`config.mk`:
```
export PLATFORM = sky130hd
export DESIGN_NAME = sftfp_div_stage
export DESIGN_NICKNAME = d
export VERILOG_FILES = /design/src/rtl/core/sftfp_pkg.sv /design/src/rtl/core/sftfp_div_stage.sv
export SDC_FILE = /design/constraint.sdc
export NUM_CORES = 1
export LEC_CHECK = 0
export ABC_CLOCK_PERIOD_IN_PS = 1900
export BUFFER_PORTS_ARGS = -buffer_cell sky130_fd_sc_hd__buf_2
export CORE_AREA = 2 2 168 170
export CTS_CLUSTER_SIZE = 16
export DETAILED_ROUTE_END_ITERATION = 10
export DIE_AREA = 0 0 170 172
export HOLD_SLACK_MARGIN = 0.08
export PLACE_DENSITY = 0.7
export SYNTH_ARGS = -nofsm -noshare
export SYNTH_HDL_FRONTEND = slang
export SYNTH_SLANG_ARGS = --single-unit
export TNS_END_PERCENT = 1
```
`constraint.sdc`:
```
create_clock -name clk_i -period 1.9 [get_ports clk_i]
set_input_delay 0 -clock clk_i [delete_from_list [all_inputs] [get_ports clk_i]]
set_output_delay 0 -clock clk_i [all_outputs]
set_load 0.01 [all_outputs]
```
`src/rtl/core/sftfp_pkg.sv`:
```
// Shared types and constants for the signed fraction to fixed-point divider.
package sftfp_pkg;

  localparam int unsigned DATA_W        = 64;
  localparam int unsigned INT_BITS      = 31;
  localparam int unsigned QUOT_W        = 57;
  localparam int unsigned FRAC_BITS_DEF = 24;

  typedef enum logic [1:0] {
    ST_OK       = 2'd0,
    ST_DIV_ZERO = 2'd1,
    ST_INT_OVF  = 2'd2
  } status_e;

  typedef struct packed {
    logic signed [DATA_W-1:0] numerator;
    logic signed [DATA_W-1:0] denominator;
  } in_t;

  typedef struct packed {
    logic signed [QUOT_W-1:0] quotient;
    status_e                  status;
  } out_t;

  // Partial remainder plus everything that rides along with it.
  typedef struct packed {
    logic [DATA_W-1:0]   rem;
    logic [DATA_W-1:0]   den;
    logic [INT_BITS-1:0] num_lo;
    logic                neg;
    status_e             status;
  } div_state_t;

endpackage

```
`src/rtl/core/sftfp_div_stage.sv`:
```
// One restoring-division step: shift in a dividend bit, compare, subtract.
module sftfp_div_stage #(
  parameter int unsigned QuotN = sftfp_pkg::INT_BITS + sftfp_pkg::FRAC_BITS_DEF
) (
  input  logic                    clk_i,
  input  logic                    rst_ni,
  input  logic                    en_i,
  input  logic                    valid_i,
  input  sftfp_pkg::div_state_t   state_i,
  input  logic [QuotN-1:0]        quot_i,
  output logic                    valid_o,
  output sftfp_pkg::div_state_t   state_o,
  output logic [QuotN-1:0]        quot_o
);
  import sftfp_pkg::*;

  logic [DATA_W-1:0] shifted;
  logic [DATA_W:0]   diff;
  logic              ge;
  logic              valid_q;
  div_state_t        state_d, state_q;
  logic [QuotN-1:0]  quot_d, quot_q;

  // num_lo runs dry after the integer steps, so fraction steps shift in zeros
  always_comb begin
    shifted        = {state_i.rem[DATA_W-2:0], state_i.num_lo[INT_BITS-1]};
    diff           = {1'b0, shifted} - {1'b0, state_i.den};
    ge             = ~diff[DATA_W];
    state_d        = state_i;
    state_d.rem    = ge ? diff[DATA_W-1:0] : shifted;
    state_d.num_lo = {state_i.num_lo[INT_BITS-2:0], 1'b0};
    quot_d         = {quot_i[QuotN-2:0], ge};
  end

  always_ff @(posedge clk_i or negedge rst_ni) begin
    if (!rst_ni) begin
      valid_q <= 1'b0;
    end else if (en_i) begin
      valid_q <= valid_i;
    end
  end

  always_ff @(posedge clk_i) begin
    if (en_i) begin
      state_q <= state_d;
      quot_q  <= quot_d;
    end
  end

  assign valid_o = valid_q;
  assign state_o = state_q;
  assign quot_o  = quot_q;

endmodule

```
==> impl_metrics.ini <==
[sta]
finalHoldViolations = 0
fin_ws_ns = -0.401
hold_ws_ns = 0.0980
slew_viol_final = 0
timing.final.crit_period_ns = 2.30
worst_pin_slew_ns = 0.586
rsz0062_at_grt = true
post-route-period-util_pct = 121
max_freq_mhz = 435
setup_viol = 65
max_slew_margin_pct = 60.5
finClkSkew_ns = 0

[outcome]
status = complete, but fails checks
violations = setup timing

[layout]
layout_commonest_cell = buf_2
final_cell_mix = 430 x buf_2, 267 x buf_4, 221 x dlygate4sd3_1, 216 x edfxtp_1, 119 x nand2_1
fin_area_um2 = 19600
fin_nets = 2238
areaGrowthSynthToFinish_pct = 72.7
filler_cell_count = 1879
finalNonFillerCells = 2323
layout-drive-gt1-share_pct = 42.7

[global_route]
use_met2_pct = 50.4
grt_first_pass_wirelength_mm = 63.3
use_met3_pct = 6.27
grt_util_met1_pct = 30.1
grt_pass1_vias = 12099
grt_overflow = 0
antenna_found_initial = 7
top_usage_layer = met2
track_usage_pct = 27.8
grt_max_degree = 61

[critical_path]
ff2ff_path_depth = 2
r2r_setup_slack_ns = 0.51
path_delay_family = compound AO/OA/AOI/OAI gates
cp-start-kind = input port
max_stage_delay_ns = 0.30
crit_path_top_delay_cell = a221oi_4
worstPathCellList = buf_8 -> inv_4 -> ha_4 -> a21o_1 -> a211o_1 -> o21ai_4 -> o211ai_1 -> buf_4 -> a221oi_4 -> buf_4 -> o21ai_4 -> a21oi_4 -> buf_6 -> clkbuf_16 -> nand2_1 -> o21ai_1
critical_path_class = in2reg
path_buf_inv = 6
critPathMaxFanout = 10
timing.rr.start = valid_o
arrival_ns = 2.66
setup.worst_path.end_class = register
required_ns = 2.26
r2r-end = valid_o
cp-startpoint = state_i[39]

[detailed_routing]
drc_errors = 0
viasPerCell = 5.18
drt-pass1-iter-count = 5
num_vias = 12024
antenna_left = 0
wl_per_cell_um = 18.7
first_iter_violations = 879
drt_wl_total_mm = 43.5

[flow_run]
max-cap-violations = 0

[synth]
syn-num-nets = 1305
yosysSeqAreaShare_pct = 57.3
synth.largest_area_cell = edfxtp_1
netlist_area_um2 = 11400
synthArstFlopShare_pct = 0.461
ys_types = 60
synth_area_leaders = edfxtp_1 57%, ha_1 7.0%, o21ai_0 4.2%
synthFlopType = edfxtp_1
syn_inst = 1019
avgSynthCellArea_um2 = 11.2
ys_ff_latch = 217
synth.top_cell.area_share_pct = 57.1
synth_edf_count = 216
yosysWarnings = 0

[placement]
placed_cells = 2035
dp_slack_ns = -1.21
gp_congestion = 0.931
placement.io_buffers = 435
place_area_um2 = 16000
dp_hpwl_mm = 28.0

[floorplanning]
coreArea_um2 = 27500
die_x_um = 170
initial_core_util_pct = 41.4
die_area_um2 = 29200
die_h_um = 172
boundaryPins = 439
core.rowCount = 61

[cts]
clk_latency_ns = 0.52
clockBufferDepth = 3
htree_levels = 1
cts_made_buffers = 25
clock_tree.root_cell = clkbuf_16
cts_tree = yes
clock-sinks = 217
path_clk_slew_ns = 0.06

[power_and_ir_drop]
peakVddDrop_mv = 0.770
p_leak_nw = 8.98
pwr_density_cell_nw_per_um2 = 784

[worst_hold_path]
hp-class = in2reg
min_from = state_i[35]
holdPathEnd = state_o[99]
hold_depth = 4
[worst register-to-register path: stages (launching register included)]
cell and delay (ns):
dfrtp_1 0.40, mux2_2 0.27, dlygate4sd3_1 0.59
[per-layer routing]
metal	part of all wire (%)	routed length (um)
met5	0.062	27
met4	6.1	2640
met3	7.1	3090
met2	51	22100
met1	36	15700
[state kept, by name (all words and copies together), names as in the netlist]
| name | count |
|---|---|
| quot_o | 55 |
| state_o | 161 |
| valid_o | 1 |
[where the power goes]
part	internal, mW	leakage [nW]	switching, mW
combinational	2.20	6.46	2.25
clock	2.95	0.400	2.01
sequential	5.84	2.12	0.135
total	11.0	8.98	4.40
[layout make-up]
type / count / area, um2 / area share [%]
antenna: 7 / 17.5 / 0.0892
clock inverter: 13 / 160 / 0.816
clock buffer: 32 / 682 / 3.47
inverter: 87 / 332 / 1.69
tap: 346 / 433 / 2.21
sequential: 217 / 6510 / 33.2
timing repair buffer: 940 / 6730 / 34.3
multi-input combinational: 681 / 4770 / 24.3
[what timing repair did]
item | CTS | global route
hold buffers | 218 | 3
pin swaps | 31 | 18
cloned | 1 | 1
endpoints found under the hold margin | 264 | 3
setup buffers | 8 | 5
setup endpoints to repair | 65 | 65
resized for setup | 96 | 51
[synth_stat cells (2+ instances only)]
cell type / number
nor2b_1: 5
or3_1: 4
o31a_1: 3
a211oi_1: 6
a211o_1: 3
or4_1: 2
o22ai_1: 2
and2_1: 5
ha_1: 64
inv_1: 87
o21ai_0: 96
o41ai_1: 2
a31o_2: 4
nand4_1: 18
xnor2_1: 30
nand3_1: 12
and3_1: 7
a21oi_1: 90
o31ai_1: 2
nor3_1: 12
nand2b_1: 8
a31oi_1: 10
o21bai_1: 19
a2111oi_0: 2
nor4_1: 6
o211ai_1: 6
clkbuf_1: 18
nor2_1: 43
o41ai_2: 2
o21ai_2: 2
a21boi_0: 4
edfxtp_1: 216
mux2_2: 4
or2_2: 2
nand2_1: 120
o21ai_1: 7
buf_2: 14
o21a_1: 6
xor2_1: 26
a21o_1: 30
[logic make-up (layout without fill, tap and decap cells)]
group                      Yosys count  after routing  synth area share (%)
buffers and inverters              121           1072                  4.25
DFF                                217            217                  57.3
and+or+nand+nor                    249            249                  9.99
AOI/OAI and AO/OA                  305            305                  16.4
xor gates and xnor gates            56             56                  4.31
other                                1              8                0.0330
adders and majority gates           65             65                  7.22
muxes                                5              5                 0.484
[per-stage QoR]
| step | utilization, % | TNS (ns) | total power [mW] |
|---|---|---|---|
| after floorplan | - | -39.69 | 7.76 |
| after CTS | 70.5 | -19.31 | 15.1 |
| final | 71.5 | -22.83 | 15.4 |
| after global placement | 58.2 | -64.13 | 9.61 |
| after detailed placement | 58.2 | -66.96 | 9.68 |
| after global routing | 71.4 | -31.31 | 16.0 |
[worst max path at each step]
stage	depth (start not counted)	endpoint	slack, ns
after detailed placement	13	state_o[156]	-1.21
after CTS	15	state_o[123]	-0.36
final	16	state_o[119]	-0.40
after floorplan	13	state_o[156]	-0.64
after global placement	12	state_o[151]	-1.09
after global routing	15	state_o[157]	-0.55
(Power assumes the default switching activity.)
