## src/rtl/core/sftfp_pkg.sv

```systemverilog
// Shared types and constants for the signed fraction to fixed-point divider.
package sftfp_pkg;

  localparam int unsigned DATA_W        = 64;
  localparam int unsigned INT_BITS      = 31;
  localparam int unsigned QUOT_W        = 57;
  localparam int unsigned FRAC_BITS_DEF = 24;

  typedef enum logic [1:0] {
    ST_OK       = 2'd0,
    ST_DIV_ZERO = 2'd1,
    ST_INT_OVF  = 2'd2
  } status_e;

  typedef struct packed {
    logic signed [DATA_W-1:0] numerator;
    logic signed [DATA_W-1:0] denominator;
  } in_t;

  typedef struct packed {
    logic signed [QUOT_W-1:0] quotient;
    status_e                  status;
  } out_t;

  // Partial remainder plus everything that rides along with it.
  typedef struct packed {
    logic [DATA_W-1:0]   rem;
    logic [DATA_W-1:0]   den;
    logic [INT_BITS-1:0] num_lo;
    logic                neg;
    status_e             status;
  } div_state_t;

endpackage

```

## src/rtl/core/sftfp_out_buf.sv

```systemverilog
// Two-entry output buffer; its fill level gates the whole pipeline.
module sftfp_out_buf (
  input  logic            clk_i,
  input  logic            rst_ni,
  input  logic            push_i,
  input  sftfp_pkg::out_t data_i,
  output logic            space_o,
  output logic            out_valid_o,
  input  logic            out_ready_i,
  output sftfp_pkg::out_t out_data_o
);
  import sftfp_pkg::*;

  out_t       buf_q [2];
  logic       wr_q, rd_q;
  logic [1:0] cnt_q, cnt_d;
  logic       pop;

  assign pop         = out_valid_o && out_ready_i;
  assign out_valid_o = cnt_q != 2'd0;
  assign out_data_o  = buf_q[rd_q];
  assign space_o     = cnt_q != 2'd2;

  always_comb begin
    cnt_d = cnt_q;
    if (push_i && !pop) begin
      cnt_d = cnt_q + 2'd1;
    end else if (pop && !push_i) begin
      cnt_d = cnt_q - 2'd1;
    end
  end

  always_ff @(posedge clk_i or negedge rst_ni) begin
    if (!rst_ni) begin
      wr_q  <= 1'b0;
      rd_q  <= 1'b0;
      cnt_q <= 2'd0;
    end else begin
      cnt_q <= cnt_d;
      if (push_i) begin
        wr_q <= ~wr_q;
      end
      if (pop) begin
        rd_q <= ~rd_q;
      end
    end
  end

  always_ff @(posedge clk_i) begin
    if (push_i) begin
      buf_q[wr_q] <= data_i;
    end
  end

endmodule

```

## config.mk

```make
export PLATFORM = sky130hd
export DESIGN_NAME = sftfp_out_buf
export DESIGN_NICKNAME = d
export VERILOG_FILES = /design/src/rtl/core/sftfp_pkg.sv /design/src/rtl/core/sftfp_out_buf.sv
export SDC_FILE = /design/constraint.sdc
export NUM_CORES = 1
export LEC_CHECK = 0
export BUFFER_PORTS_ARGS = -buffer_cell sky130_fd_sc_hd__buf_2
export CAP_MARGIN = 15
export CORE_UTILIZATION = 49
export CTS_BUF_LIST = sky130_fd_sc_hd__clkbuf_8
export DETAILED_ROUTE_END_ITERATION = 6
export PLACE_DENSITY = 0.9
export SYNTH_ARGS = -nofsm -noshare
export SYNTH_HDL_FRONTEND = slang
export SYNTH_SLANG_ARGS = --single-unit
```

## constraint.sdc

```tcl
create_clock -name clk_i -period 3.7 [get_ports clk_i]
set_clock_uncertainty 0.2 [all_clocks]
set_input_delay 0.185 -clock clk_i [delete_from_list [all_inputs] [get_ports clk_i]]
set_output_delay 0.185 -clock clk_i [all_outputs]
set_load 0.01 [all_outputs]
```

==> impl_results.md, run 1 <==
* Outcome: finished, final reports clean
* Compound-Gate Fraction of Synth Area at 0%
* Register area at 0.00365 sq mm
* Rel. slew slack at 25.0%
* Initial antenna violation count at 0
* Main combinational cell family by area after synthesis: multiplexers
* DRT iter0 DRCs at 92
* PwrDens at 689 mW/mm^2
* Clk buf depth at 2
* WP data required at 3.31 ns
* Multi-input logic area at 983 sq um
* ANT cells at 0
* Setup Crit Path Kind: reg2out
* Syn. warnings at 0
* Switching pwr at 1.28 mW
* Nets@finish at 467
* Sinks on Clock Net at 122
* Post-synthesis mux area share at 18.7%
* Critical-path maximum fanout at 60
* Via count at 2568
* Global-route wire length before repair at 13.4 mm
* CP endpoint kind: output port
* Pint at 3.15 mW
* Die area at 0.0101 sq mm
* Worst EP arrival at 2.14 ns
* CP startpoint kind: flip-flop
* Htree depth at 4
* Post-synthesis cell area at 0.00475 sq mm
* Final Max Tran Viols at 0
* Tot GR Track Use at 18.7%
* Clock power frac at 22.9%
* Worst setup margin at 1.18 ns
* Area after DPL at 0.00544 sq mm
* Largest net degree at the start of global routing at 61
* RSZ-0062 raised after global routing: no
* Starting Density at 50.9%
* Core ar. at 0.00933 sq mm
* Lkg Pwr at 2.63 nW
* Die height at 100 microns
* DR pass1 iterations at 4
* Synth area leader: edfxtp_1
* Final Routed Wirelength at 8.78 mm
* Post-synth top area share at 74.6%
* Adder-cell area share of the yosys netlist at 0.263%
* Final Power at 4.43 mW
* Root buffer cell: clkbuf_8
* Synth unique cells at 14
* Mean post-synth cell area at 23.7 sq um
* Hold Crit Class: in2reg
* Grt total ovfl at 0
* Overall die width at 100 microns
* Synth Instances at 200
* Clock latency on the worst-skew pair at 0.41 ns
* Post-cts resize count at 0
* Post-synth net total at 264
* Hold buffer count at CTS at 63
* Port bufs at 123
* Row count at 35
* Max VDD drop at 0.000432 V
* Final setup vio count at 0
* Period minus WS final at 2.52 ns
* Fraction of layout cells with a size suffix above 1 at 52.2%
* Count of max-cap constraint violations at 0
* Post-CTS Setup Bufs at 0
* GP Congestion at 0.657
* Filler Cell Count at 584
* CTS tree: done
* Synth Register Bits at 122
* Routed WL per cell at 16.1 microns
* Total CTS buffers at 17
* Fmax achieved at 397 MHz
* Via-to-Cell Ratio at 4.71
* Io pins at 124
* Setup TNS at 0 ns
* Synth Area in Simple Gates at 0.685%
* Post-route cell area at 0.00643 sq mm
* Part of the power in registers at 47.3%
* Logic pwr share at 29.8%
* Register area share after synthesis at 76.7%
* Switch share at 29.0%
* Final period util at 68.1%
* Top post-synthesis cells by area: edfxtp_1, mux2_4, buf_12
* Final Hold Vio Count at 0
* Synth-to-Final Area Change at 35.5%
* Vias in the first global route at 2831
* DP Worst Slack at 1.46 ns
* Tightest Pin Transition at 1.13 ns
* Routed Antenna Nets at 0
* Synth Area in XOR/XNOR at 0.922%
* Drt drc at 0
* Clock-pin slew on the worst setup and hold paths at 0.07 ns
critical path, cell delays in order, from the launching register on:
cell and delay, ns:
dfrtp_4 1.12, mux2_4 0.35, buf_2 0.14
power groups by stage:
stage / Clock [mW] / Combinational (mW) / Sequential [mW]
finish: 1.02 / 1.32 / 2.09
floorplan: 0 / 1.13 / 1.93
global placement: 0 / 1.23 / 2.11
CTS: 1.04 / 1.31 / 2.11
detailed placement: 0 / 1.25 / 2.13
global route: 1.11 / 1.41 / 2.13
final timing paths:
kind | depth (start not counted) | from | slack [ns] | to
setup / recovery | 2 | rd_q | 1.18 | out_data_o[15]
hold / removal | 2 | data_i[3] | 0.30 | buf_q[0][3]
setup reg to reg | 2 | wr_q | 1.73 | buf_q[1][58]
hold reg to reg | 1 | cnt_q[1] | 0.31 | cnt_q[1]
max in group asynchronous | 3 | rst_ni | 2.62 | rd_q
min in group asynchronous | 3 | rst_ni | 0.48 | cnt_q[1]
layout by cell type (no fill, tap or decap), drive strengths merged, types with 2 or more instances in the layout:
cell and n:
buf 128, edfxtp 118, dlygate4sd3 63, mux2 59
clkbuf 17, clkinv 7, clkinvlp 4, dfrtp 4
xor2 3, inv 3, xnor2 2
Yosys cell counts:
cell and n:
buf_12 6, nor2b_1 1, mux2_4 59, dfrtp_1 4, ha_1 1, xor2_1 3
nor2_1 1, buf_6 1, xnor2_1 2, nand2b_1 1, nand2_1 1, and2_1 1
or2_1 1, edfxtp_1 118
sequential cells by signal, indices dropped and copies added (netlist names):
register / flops
buf_q: 118
rd_q: 1
wr_q: 1
cnt_q: 2
metrics by stage:
stage	utilization, %	hold slack, ns	cells
final	69.0	0.296	545
after detailed placement	58.3	-0.203	449
after global placement	58.3	-0.208	449
after floorplan	-	-0.311	200
after CTS	68.8	0.251	544
after global routing	69.0	0.264	545
cell families (layout without fill, tap and decap cells):
kind of cell             after synthesis  in the layout
adder cells (fa/ha/maj)                1              1
multiplexers                          59             59
buffers and inverters                  7            223
AND/OR/NAND/NOR                        6              6
XOR/XNOR                               5              5
flip-flops                           122            122
per-layer routing:
layer	part of all wire (%)	GRT usage [%]	vias up
met2	54	34.2	99
met5	0	0	-
li1	-	-	1196
met4	2.4	8.36	0
met3	5.0	6.52	22
met1	39	19.2	1251
final cells by class:
type | count | share of cell area (%)
Tap cell | 129 | 2.51
Clock buffer | 17 | 3.64
Multi-Input combinational cell | 71 | 15.3
Clock inverter | 15 | 1.73
Timing Repair Buffer | 191 | 20.1
Sequential cell | 122 | 56.7
Power figures use the tool's default switching activity.
==> run 2, diff against run 1 <==
==> constraint.sdc (replaced) <==
create_clock -name clk_i -period 2 [get_ports clk_i]
set_clock_uncertainty 0.2 [all_clocks]
set_input_delay 0.1 -clock clk_i [delete_from_list [all_inputs] [get_ports clk_i]]
set_output_delay 0.1 -clock clk_i [all_outputs]
set_load 0.01 [all_outputs]
==> run 2 against run 1 <==
  * Core utilization rose by 1.1 points
  * Total power up 94%
  * Non-clock buffer count rose by 1
  * Die area is the same
  * Design area increased by 1.6%
  * Count of clock-buffer cells in the layout stayed put
  * Sequential cell count unchanged
  * Register-to-register slack lost 1.4 ns
  * First-iteration DRC count rose by 24%
  * Critical path depth rose by 1
  * Worst hold slack got worse by 0.074 ns
  * Sequential share of layout area fell by 0.90 points
  * Highest routed layer unchanged
==> impl_results.md, run 2 (synthesized netlist as in run 1, its figures left out) <==
* Outcome: finished, final reports clean
* Worst path cell trace: buf_12, mux2_4, buf_2
* Synth-to-Final Area Change at 37.6%
* Final period util at 96.3%
* PwrDens at 1310 mW/mm^2 (+91%)
* Final Power at 8.58 mW (+94%)
* Register area at 0.00365 sq mm (unchanged)
* Critical path's largest stage delay at 0.43 ns (-0.69 ns)
* CTS tree: done
* Routed WL per cell at 15.5 microns (-3.6%)
* WP data required at 1.70 ns (-1.61 ns)
* Tot GR Track Use at 17.4% (-1.4 points)
* Setup crit end: out_data_o[30]
* GP Congestion at 0.645 (-1.8%)
* Total CTS buffers at 17 (unchanged)
* Path depth of the worst reg2reg path at 5 (+3)
* Sinks on Clock Net at 122 (unchanged)
* Commonest non-fill, non-tap cell in the layout: buf_2
* Die height at 100 microns (unchanged)
* Tightest Pin Transition at 0.342 ns (-0.784 ns)
* Fmax achieved at 519 MHz
* Worst EP arrival at 1.63 ns (-0.51 ns)
* Setup TNS at 0 ns (unchanged)
* Final setup vio count at 0 (unchanged)
* Hold Crit Class: in2reg
* Number of flip-flops in the largest register at 118 (unchanged)
* Multi-input logic area at 983 sq um (unchanged)
* RSZ-0062 raised after global routing: no
* Clock latency on the worst-skew pair at 0.39 ns (-0.02 ns)
* Row count at 35 (unchanged)
* Routed Antenna Nets at 0 (unchanged)
* CP startpoint: rd_q
* Nets@finish at 468 (+0.21%)
* Max VDD drop at 0.00102 V (+140%)
* Final Max Tran Viols at 0 (unchanged)
* CP startpoint kind: flip-flop
* DP HPWL at 5.06 mm
* Htree depth at 4 (unchanged)
* ANT cells at 0 (unchanged)
* Clock-pin slew on the worst setup and hold paths at 0.07 ns (about the same)
* CP endpoint kind: output port
* Lkg Pwr at 2.70 nW (+2.5%)
* Filler Cell Count at 594 (+1.7%)
* M3 GR Usage at 4.58% (-1.9 points)
* Final Routed Wirelength at 8.48 mm (-3.5%)
* Core ar. at 0.00933 sq mm (unchanged)
* DR pass1 iterations at 4 (unchanged)
* Layer with the highest usage: met2
* Met1 Track Usage GR at 18.4% (-0.87 points)
* Largest regs: buf_q x118, cnt_q x2
* Reg2Reg Setup Slack at 0.32 ns (-1.41 ns)
* Vias in the first global route at 2744 (-3.1%)
* Largest net degree at the start of global routing at 41 (-33%)
* Die area at 0.0101 sq mm (unchanged)
* Reg-to-reg startpoint: cnt_q[0]
* Rel. slew slack at 77.2% (+52 points)
* Reg-to-reg endpoint: cnt_q[1]
* Top reg by flops: buf_q
* Via count at 2527 (-1.6%)
* Post-CTS Setup Bufs at 0 (unchanged)
* Starting Density at 50.9% (unchanged)
* Fraction of layout cells with a size suffix above 1 at 51.8% (-0.36 points)
* Setup Crit Path Kind: reg2out
* Critical Path Slowest Stage Cell: dfrtp_4
* End-of-flow core utilization at 70.1% (+1.1 points)
* Period minus WS final at 1.93 ns
* Io pins at 124 (unchanged)
* Final Hold Vio Count at 0 (unchanged)
* Grt total ovfl at 0 (unchanged)
* Clk buf depth at 2 (unchanged)
* Via-to-Cell Ratio at 4.63 (-1.8%)
* Most frequent cells in the layout: buf_2, edfxtp_1, dlygate4sd3_1, mux2_4, clkbuf_8
* Overall die width at 100 microns (unchanged)
* Critical-path maximum fanout at 40 (-33%)
* Met2 usage at 32.7% (-1.5 points)
* Drt drc at 0 (unchanged)
* Count of max-cap constraint violations at 0 (unchanged)
* Initial antenna violation count at 0 (unchanged)
* Root buffer cell: clkbuf_8
* DRT iter0 DRCs at 114 (+24%)
* Port bufs at 123 (unchanged)
* Global-route wire length before repair at 12.8 mm (-4.4%)
[run 2: final cells by class]
cell class	instances	area share, %
multi-input cells	71	15.0
repair buffers	192	20.6
clock inverters	15	2.55
well taps	129	2.47
flip-flops and latches	122	55.8
clock buffers	17	3.58
[run 2: per-layer routing]
layer,vias to the layer above,wire (microns)
met1,1245,3410
met4,0,97
met5,-,0
met2,78,4640
met3,10,323
li1,1194,-
[run 2: report_power, final]
group	total (mW)	internal, mW	leakage (nW)	switching [mW]
clock	2.19	1.32	0.220	0.872
combinational	2.83	1.50	1.32	1.32
sequential	3.56	3.40	1.15	0.158
total	8.58	6.22	2.70	2.35
[run 2: worst min-delay path by stage]
stage	slack (ns)	depth (start not counted)	startpoint	endpoint
2_1_floorplan	-0.40	0	rst_ni	cnt_q[0]
3_3_place_gp	-0.29	1	rst_ni	cnt_q[0]
3_5_place_dp	-0.29	1	rst_ni	cnt_q[1]
4_1_cts	0.19	2	data_i[33]	buf_q[0][33]
5_1_grt	0.20	2	data_i[15]	buf_q[0][15]
6_report	0.22	2	data_i[15]	buf_q[0][15]
[run 2: per-stage QoR]
step	setup slack [ns]	cell area (sq um)	hold slack, ns	std cells
after detailed placement	0.374	5500	-0.288	451
final	0.0736	6540	0.222	546
after floorplan	0.0780	4760	-0.396	200
after global placement	0.420	5500	-0.293	451
after global routing	0.0124	6540	0.203	546
after CTS	0.0416	6540	0.193	546
[run 2: worst max-delay path, delay by kind of cell (launching register included)]
kind | cells | cell delay [ns]
DFF | 1 | 0.43
buffers and inverters | 2 | 0.41
muxes | 1 | 0.34
[run 2: repair_timing]
item	4_1_cts	5_1_grt
hold endpoints to repair	125	0
resized for setup	1	0
setup endpoints to repair	1	0
hold buffers	63	0
