### src/rtl/core/sftfp_pkg.sv
// Shared types and constants for the signed fraction to fixed-point divider.
package sftfp_pkg;

  localparam int unsigned DATA_W        = 64;
  localparam int unsigned INT_BITS      = 31;
  localparam int unsigned QUOT_W        = 57;
  localparam int unsigned FRAC_BITS_DEF = 24;

  typedef enum logic [1:0] {
    ST_OK       = 2'd0,
    ST_DIV_ZERO = 2'd1,
    ST_INT_OVF  = 2'd2
  } status_e;

  typedef struct packed {
    logic signed [DATA_W-1:0] numerator;
    logic signed [DATA_W-1:0] denominator;
  } in_t;

  typedef struct packed {
    logic signed [QUOT_W-1:0] quotient;
    status_e                  status;
  } out_t;

  // Partial remainder plus everything that rides along with it.
  typedef struct packed {
    logic [DATA_W-1:0]   rem;
    logic [DATA_W-1:0]   den;
    logic [INT_BITS-1:0] num_lo;
    logic                neg;
    status_e             status;
  } div_state_t;

endpackage

### src/rtl/core/sftfp_prep.sv
// Front end: operand magnitudes, zero check and integer overflow check.
module sftfp_prep (
  input  logic                    clk_i,
  input  logic                    rst_ni,
  input  logic                    en_i,
  input  logic                    valid_i,
  input  sftfp_pkg::in_t          data_i,
  output logic                    valid_o,
  output sftfp_pkg::div_state_t   state_o
);
  import sftfp_pkg::*;

  logic [DATA_W-1:0] num_bits, den_bits, num_mag, den_mag;
  logic              v1_q, v2_q;
  logic [DATA_W-1:0] a_q, b_q;
  logic              neg_q, zero_q;
  logic              ovf;
  div_state_t        state_d, state_q;

  always_comb begin
    num_bits = data_i.numerator;
    den_bits = data_i.denominator;
    num_mag  = num_bits[DATA_W-1] ? (~num_bits) + DATA_W'(1) : num_bits;
    den_mag  = den_bits[DATA_W-1] ? (~den_bits) + DATA_W'(1) : den_bits;
  end

  // quotient >= 2^31 exactly when floor(a / 2^31) >= b
  always_comb begin
    ovf            = {{INT_BITS{1'b0}}, a_q[DATA_W-1:INT_BITS]} >= b_q;
    state_d.rem    = {{INT_BITS{1'b0}}, a_q[DATA_W-1:INT_BITS]};
    state_d.den    = b_q;
    state_d.num_lo = a_q[INT_BITS-1:0];
    state_d.neg    = neg_q;
    if (zero_q) begin
      state_d.status = ST_DIV_ZERO;
    end else if (ovf) begin
      state_d.status = ST_INT_OVF;
    end else begin
      state_d.status = ST_OK;
    end
  end

  always_ff @(posedge clk_i or negedge rst_ni) begin
    if (!rst_ni) begin
      v1_q <= 1'b0;
      v2_q <= 1'b0;
    end else if (en_i) begin
      v1_q <= valid_i;
      v2_q <= v1_q;
    end
  end

  always_ff @(posedge clk_i) begin
    if (en_i) begin
      a_q     <= num_mag;
      b_q     <= den_mag;
      neg_q   <= num_bits[DATA_W-1] ^ den_bits[DATA_W-1];
      zero_q  <= den_bits == '0;
      state_q <= state_d;
    end
  end

  assign valid_o = v2_q;
  assign state_o = state_q;

endmodule

### config.mk
export PLATFORM = sky130hd
export DESIGN_NAME = sftfp_prep
export DESIGN_NICKNAME = d
export VERILOG_FILES = /design/src/rtl/core/sftfp_pkg.sv /design/src/rtl/core/sftfp_prep.sv
export SDC_FILE = /design/constraint.sdc
export NUM_CORES = 1
export LEC_CHECK = 0
export ABC_CLOCK_PERIOD_IN_PS = 2800
export BUFFER_PORTS_ARGS = -buffer_cell sky130_fd_sc_hd__buf_2
export CAP_MARGIN = 20
export CORE_MARGIN = 1.5
export CORE_UTILIZATION = 40
export DETAILED_ROUTE_END_ITERATION = 12
export RECOVER_POWER = 25
export SLEW_MARGIN = 0
export SYNTH_ARGS = -nofsm -noshare
export SYNTH_HDL_FRONTEND = slang
export SYNTH_SLANG_ARGS = --single-unit
### constraint.sdc
create_clock -name clk_i -period 2.8 [get_ports clk_i]
set_input_delay 0.28 -clock clk_i [delete_from_list [all_inputs] [get_ports clk_i]]
set_output_delay 0.28 -clock clk_i [all_outputs]
set_load 0.05 [all_outputs]
==> run_results.csv, run 1 <==
group,metric,value,unit
outcome,outcome,"finished with violations",
outcome,violations,"max-capacitance violations, max-slew violations",
clock_tree,post_cts_hold_buffer_count,4,
floorplanning,die-area,0.0308,mm2
clock_tree,clkSlewWorstSetupHoldPaths,0.06,ns
placed_design,gp_congestion,0.840,
timing,timing.final.ws_setup,0.290,ns
layout,areaGrowthSynthToFinish,22.7,%
layout,layout_commonest_cell,"edfxtp_1",
job,max_cap_violations,1,
critical_path,crit_path_frequent_cell,"buf_4",
detailed_routing,num_vias,7706,
logic_synthesis,yosysUniqueCellTypes,46,
detailed_routing,vias_per_cell,5.03,
floorplanning,core,0.0290,mm2
layout,layout.cells.most_common_list,"261 x edfxtp_1, 259 x buf_2, 120 x xnor2_1, 45 x o31ai_1, 43 x nand2_1",
detailed_routing,detailedRoute.firstIterationViolations,514,
global_routing,grt_max_degree,73,
timing,finalSetupTns,0,ns
clock_tree,post_cts.resized_instances,0,
power,power_per_cell_area,693,mW/mm2
timing,finalCritPeriodShare,89.6,%
floorplanning,die_height,176,um
floorplanning,std_cell_rows,62,
layout,design.final.nets,1294,
logic_synthesis,synth_enable_flop_cells,261,
critical_path,crit_buf_inv,4,
timing,pins_over_slew_limit,38,
layout,share_of_layout_cells_above_drive_strength_1,30.6,%
detailed_routing,post-route-drc-count,0,
floorplanning,die_x_extent,176,um
timing,setup-violations-final,0,
power,pwr-share-seq,48.8,%
placed_design,pre_cts_slack,0.0770,ns
timing,timing.hold.ws,0.0458,ns
clock_tree,maximum_level_of_the_cts_h_tree,1,
clock_tree,tritoncts,"yes",
clock_tree,numCtsBuffers,28,
clock_tree,maximum_count_of_clock_buffers_along_a_single_path,3,
critical_path,timing.critical_path.slowest_cell_delay,0.58,ns
logic_synthesis,syn-mean-instance-area,14.3,um2
logic_synthesis,postSynthCellCount,831,
timing,relative_max_transition_margin,-29.4,%
critical_path,setup.worst_path.start_class,"input pin",
detailed_routing,detail_route.wl_per_cell,18.2,um
detailed_routing,first_pass_iters,5,
timing,setup_repair_after_global_routing_missed_its_margin,"false",
placed_design,io_buffer_count,263,
power,power_frac_clock,35.9,%
logic_synthesis,ys_warn_count,0,
logic_synthesis,yosys_register_bits,263,
global_routing,global_route.usage.total,17.7,%
power,switching_share,27.2,%
logic_synthesis,async_flop_share,0.760,%
layout,finalInstanceArea,0.0146,mm2
logic_synthesis,synthFlopType,"edfxtp_1",
logic_synthesis,synth_top_cell_area_share,65.8,%
critical_path,crit_required,3.08,ns
logic_synthesis,netlist_area,0.0119,mm2
clock_tree,clock_tree.root_cell,"clkbuf_16",
critical_path,top_delay_family_on_crit_path,"buffers and inverters",
timing,achievable-frequency,398,MHz
detailed_routing,drt_wl_total,27.9,mm
critical_path,timing_worst_setup_path_type,"input pin to flip-flop",
power,ir_worst_vdd,559,uV
power,power_report.internal_total,7.37,mW
power,p_leak,5.42,nW
placed_design,hpwl,20.9,mm
layout,final.fill_count,2589,
logic_synthesis,synthDominantAreaCellType,"edfxtp_1",
timing,final.min_clock_period,2.51,ns
floorplanning,io-pin-count,295,
detailed_routing,drt.antenna.violating_nets,0,
timing,tightestPinTransition,1.94,ns
timing,timing.final.hold_violations,0,
critical_path,crit_path_top_delay_cell,"or4_1",
clock_tree,cts_setup_buffers,0,
hold_path,worst_hold_path_type,"input pin to flip-flop",
power,combPwrFrac,15.4,%
critical_path,crit_path_cell_trace,"dlygate4sd3_1, clkbuf_1, or4_1, nor4_1, buf_4, nand2_1, buf_4, o41ai_1, xnor2_1",
logic_synthesis,synth.yosys.seq_area_share,66.2,%
clock_tree,numClockSinks,263,
clock_tree,clock_insertion_delay_worst_skew,0.54,ns
placed_design,detailed_place.area,0.0137,mm2
global_routing,gr-total-overflow,0,
logic_synthesis,synth_area_leaders,"edfxtp_1 66%, xnor2_1 8.8%, ha_1 3.7%",
global_routing,grt_first_pass_wirelength,41.4,mm
timing,finClkSkew,0.00834,ns
critical_path,crit_arrival,2.79,ns
critical_path,kind_of_end_point_of_the_critical_path,"flip-flop",
layout,finished_core_util,50.4,%
floorplanning,floorplan.initialDensity,41.1,%
critical_path,timing.critical_path.fanout_max,5,
global_routing,number_of_antenna_violations_at_the_first_check_in_global_routing,0,
power,power.switching,2.76,mW
global_routing,number_of_global_route_vias_before_repair,7315,
==> cell usage after synthesis, types with 4 or more instances <==
master,instances
edfxtp_1,261
xnor2_1,120
o31ai_1,45
nand2_1,43
inv_1,38
o21ai_0,37
ha_1,35
buf_4,31
o41ai_1,28
nor4_1,23
or3_1,21
or4_1,18
clkbuf_1,15
nand3_1,13
nor2_1,13
a21oi_1,11
or2_2,10
nor3_1,9
nand4_1,8
nand2b_1,6
buf_2,4
or4_4,4
==> routing by layer <==
metal	part of all wire [%]	track usage (%)
met3	7.1	3.42
met4	2.3	5.13
met2	47	28.9
met1	44	23.9
met5	0	0
==> state kept, by name, indices dropped and copies added (netlist names) <==
| signal | count |
|---|---|
| a_q | 64 |
| b_q | 64 |
| neg_q | 1 |
| state_o | 131 |
| v1_q | 1 |
| valid_o | 1 |
| zero_q | 1 |
==> power groups by stage <==
stage	Sequential (mW)	Clock, mW	Combinational (mW)
after detailed placement	5.02	0	1.56
after global routing	4.98	3.88	1.67
after CTS	4.95	3.72	1.57
final	4.94	3.63	1.56
after global placement	5.02	0	1.54
after floorplan	5.51	0	0.542
==> path summary, 6_finish.rpt <==
path                        startpoint          end  slack (ns)  cells after the start
min                        data_i[122]      a_q[58]        0.05                      2
min reg2reg                     a_q[7]  state_o[10]        0.42                      0
max                         data_i[64]      a_q[33]        0.29                      9
min in group asynchronous       rst_ni         v1_q        0.06                      2
max in group asynchronous       rst_ni      valid_o        2.61                      2
max reg2reg                    a_q[31]   state_o[1]        0.47                      7
==> metrics by stage <==
stage               power [mW]  cells
floorplan                 6.06    861
global placement          6.56   1477
detailed placement        6.59   1477
CTS                       10.2   1531
global route              10.5   1531
finish                    10.1   1532
==> final cells by class <==
| class | instances | area [um2] | share of cell area [%] |
|---|---|---|---|
| tap | 384 | 480 | 3.29 |
| inverter | 38 | 143 | 0.976 |
| clock buffer | 31 | 733 | 5.02 |
| timing repair buffer | 290 | 1570 | 10.7 |
| antenna | 1 | 2.50 | 0.0171 |
| multi-input combinational | 506 | 3630 | 24.8 |
| sequential | 263 | 7890 | 54.0 |
| clock inverter | 19 | 170 | 1.16 |
==> kinds of logic (layout without fill, tap and decap cells) <==
logic type,after synthesis,count (layout),synth area share [%]
DFF,263,263,66.2
and+or+nand+nor,184,184,8.99
AOI/OAI and AO/OA,131,131,7.62
xor gates and xnor gates,123,123,9.04
buffers and inverters,92,378,4.23
adders and majority gates,35,35,3.68
muxes,2,2,0.189
other,1,32,0.0315
Power figures use the tool's default switching activity.
==> inputs of run 2 (changes only) <==
--- a/config.mk
+++ b/config.mk
@@ -5,12 +5,14 @@
 export SDC_FILE = /design/constraint.sdc
 export NUM_CORES = 1
 export LEC_CHECK = 0
+export ABC_AREA = 1
 export ABC_CLOCK_PERIOD_IN_PS = 2800
 export BUFFER_PORTS_ARGS = -buffer_cell sky130_fd_sc_hd__buf_2
 export CAP_MARGIN = 20
 export CORE_MARGIN = 1.5
-export CORE_UTILIZATION = 40
+export CORE_UTILIZATION = 50
 export DETAILED_ROUTE_END_ITERATION = 12
+export PLACE_DENSITY = 0.74
 export RECOVER_POWER = 25
 export SLEW_MARGIN = 0
 export SYNTH_ARGS = -nofsm -noshare
==> run 2 against run 1 <==
  * The run now ends clean
  * Sequential power is essentially flat
  * Non-clock buffer count shrank 13
  * Clock skew grew 0.0028 ns
  * Highest routed layer unchanged
  * Worst hold slack lost 0.0096 ns
  * Core utilization up 11 points
  * Critical endpoint is now a_q[38]
==> run_results.csv, run 2 <==
group,metric,value,unit
floorplanning,floorplan.initialDensity,51.0,%
detailed_routing,drt_wl_total,39.4,mm
critical_path,timing.critical_path.fanout_max,6,
logic_synthesis,synth_commonest_cells,"314 x nand2_1, 261 x edfxtp_1, 235 x nor2_1",
clock_tree,numCtsBuffers,29,
logic_synthesis,synth.yosys.seq_area_share,57.2,%
clock_tree,clkSlewWorstSetupHoldPaths,0.06,ns
timing,setup_repair_after_global_routing_missed_its_margin,"false",
global_routing,grt_max_degree,77,
placed_design,gp_congestion,0.977,
layout,finalInstanceArea,0.0165,mm2
placed_design,dpl.cell_count,2008,
clock_tree,maximum_count_of_clock_buffers_along_a_single_path,3,
floorplanning,core,0.0270,mm2
clock_tree,cts_setup_buffers,0,
logic_synthesis,async_flop_share,0.760,%
global_routing,global_route.usage.total,27.2,%
power,power_per_cell_area,650,mW/mm2
logic_synthesis,ys_warn_count,0,
floorplanning,std_cell_rows,60,
job,max_cap_violations,0,
detailed_routing,post-route-drc-count,0,
clock_tree,clock_insertion_delay_worst_skew,0.55,ns
timing,finClkSkew,0.0112,ns
clock_tree,numClockSinks,263,
hold_path,worst_hold_path_type,"input pin to flip-flop",
timing,achievable-frequency,476,MHz
layout,insertedDiodeCount,0,
critical_path,kind_of_end_point_of_the_critical_path,"flip-flop",
logic_synthesis,synth_simple_gate_area_share,23.0,%
detailed_routing,detailedRoute.firstIterationViolations,1083,
power,p_leak,7.04,nW
logic_synthesis,synth-xor-area-share,7.11,%
power,ir_worst_vdd,422,uV
detailed_routing,vias_per_cell,5.23,
layout,share_of_layout_cells_above_drive_strength_1,21.1,%
logic_synthesis,synth_mux_area_share,0,%
timing,relative_max_transition_margin,1.33,%
global_routing,gr-total-overflow,0,
clock_tree,maximum_level_of_the_cts_h_tree,1,
outcome,outcome,"finished, final reports clean",
timing,pins_over_slew_limit,0,
timing,tightestPinTransition,1.48,ns
detailed_routing,detail_route.wl_per_cell,19.1,um
timing,timing.final.hold_violations,0,
placed_design,detailed_place.area,0.0155,mm2
logic_synthesis,synth_area_leaders,"edfxtp_1 57%, nand2_1 8.5%, nor2_1 6.4%",
timing,finalCritPeriodShare,75.1,%
logic_synthesis,post_synth_fa_ha_maj_area_fraction,3.17,%
logic_synthesis,synthFlopType,"edfxtp_1",
layout,finished_core_util,61.1,%
detailed_routing,num_vias,10800,
floorplanning,die_x_extent,169,um
detailed_routing,first_pass_iters,5,
timing,setup-violations-final,0,
logic_synthesis,synthMostInstantiatedCell,"nand2_1",
logic_synthesis,synth_top_family_by_area,"simple AND/OR/NAND/NOR gates",
logic_synthesis,yosys_register_bits,263,
logic_synthesis,synth_top_cell_area_share,56.8,%
critical_path,setup.worst_path.start_class,"input pin",
critical_path,crit_arrival,2.47,ns
logic_synthesis,synthDominantAreaCellType,"edfxtp_1",
logic_synthesis,syn-mean-instance-area,9.78,um2
floorplanning,die_height,169,um
clock_tree,clock_tree.root_cell,"clkbuf_16",
clock_tree,tritoncts,"yes",
logic_synthesis,postSynthCellCount,1411,
global_routing,number_of_global_route_vias_before_repair,10100,
timing,final.min_clock_period,2.10,ns
detailed_routing,drt.antenna.violating_nets,0,
logic_synthesis,synth_enable_flop_cells,261,
global_routing,grt_first_pass_wirelength,58.2,mm
logic_synthesis,synth_compound_gate_area_share,2.92,%
placed_design,io_buffer_count,263,
floorplanning,io-pin-count,295,
global_routing,number_of_antenna_violations_at_the_first_check_in_global_routing,0,
floorplanning,die-area,0.0286,mm2
layout,areaGrowthSynthToFinish,19.7,%
timing,finalSetupTns,0,ns
layout,layout_commonest_cell,"nand2_1",
layout,flip_flop_count_of_the_largest_register_after_layout,131,
placed_design,hpwl,30.8,mm
critical_path,crit_required,3.17,ns
layout,design.final.nets,1869,
layout,layout.cells.most_common_list,"314 x nand2_1, 261 x edfxtp_1, 260 x buf_2, 235 x nor2_1, 163 x inv_1",
logic_synthesis,yosysUniqueCellTypes,43,
layout,final_cells,2065,
logic_synthesis,netlist_area,0.0138,mm2
critical_path,timing_worst_setup_path_type,"input pin to flip-flop",
[run 2: cell types whose count changed after synthesis, moves of 19 or more]
cell and delta:
o41ai_1 -28, nand4_1 +22, or3_1 -21, nor4_1 -19
inv_1 +125, xnor2_1 -104, o31ai_1 -42, xor2_1 +93
nor2_1 +222, nand3_1 +56, nand2_1 +271
[run 2: cell type report]
class                           instances  area [um2]
Sequential cell                       263        7890
Inverter                              164         616
Clock buffer                           32         737
Multi-Input combinational cell        967        5110
Fill cell                            2311       10500
Clock inverter                         21         270
Timing Repair Buffer                  277        1470
Tap cell                              341         427
[run 2: path summary, 6_finish.rpt]
path | startpoint | to | slack, ns | cells past startpoint
max in group asynchronous | rst_ni | valid_o | 2.61 | 2
min in group asynchronous | rst_ni | v1_q | 0.06 | 2
worst max-delay path | data_i[64] | a_q[38] | 0.70 | 11
worst min register to register | a_q[13] | state_o[16] | 0.41 | 0
worst min-delay path | data_i[40] | b_q[40] | 0.04 | 3
worst max register to register | a_q[38] | state_o[1] | 0.83 | 11
[run 2: worst max-delay path, stage by stage]
cell	delay (ns)
dlygate4sd3_1	0.53
clkbuf_1	0.12
inv_1	0.10
ha_1	0.27
nand2_2	0.18
nor2_8	0.22
nand3_4	0.16
nor2_1	0.16
nand3_1	0.09
nand2_1	0.13
xor2_1	0.24
[run 2: cells by family (layout without fill, tap and decap cells)]
| logic type | after synthesis | after routing |
|---|---|---|
| other | 1 | 31 |
| and+or+nand+nor | 721 | 721 |
| adders and majority gates | 35 | 35 |
| xor gates and xnor gates | 112 | 112 |
| buffers and inverters | 211 | 494 |
| DFF | 263 | 263 |
| AOI/OAI and AO/OA | 68 | 68 |
[run 2: metrics by stage]
stage	hold slack, ns	power, mW	worst slack, ns
CTS	0.0331	10.8	0.664
floorplan	-0.0156	6.13	1.15
finish	0.0362	10.7	0.699
global route	0.0506	11.1	0.556
global placement	0.0662	6.73	0.646
detailed placement	0.0669	6.75	0.650
[run 2: where the power goes]
| part | switching [mW] | leakage [nW] | internal [mW] |
|---|---|---|---|
| logic | 1.33 | 3.97 | 0.428 |
| clock network | 1.59 | 0.490 | 2.45 |
| registers | 0.161 | 2.58 | 4.77 |
| total | 3.07 | 7.04 | 7.66 |
[run 2: repair_timing]
| action | in CTS | in global routing |
|---|---|---|
| hold endpoints to repair | 5 | 0 |
| hold buffers | 4 | 0 |
| gates resized for setup | 0 | 0 |
| endpoints found under the setup margin | 0 | 0 |
[run 2: routing by layer]
layer,global-route usage [%],routed length (um),vias up
li1,-,-,5187
met1,40.9,18100,5093
met2,41.6,17400,456
met3,3.90,2900,55
met4,7.23,909,0
met5,0,0,-
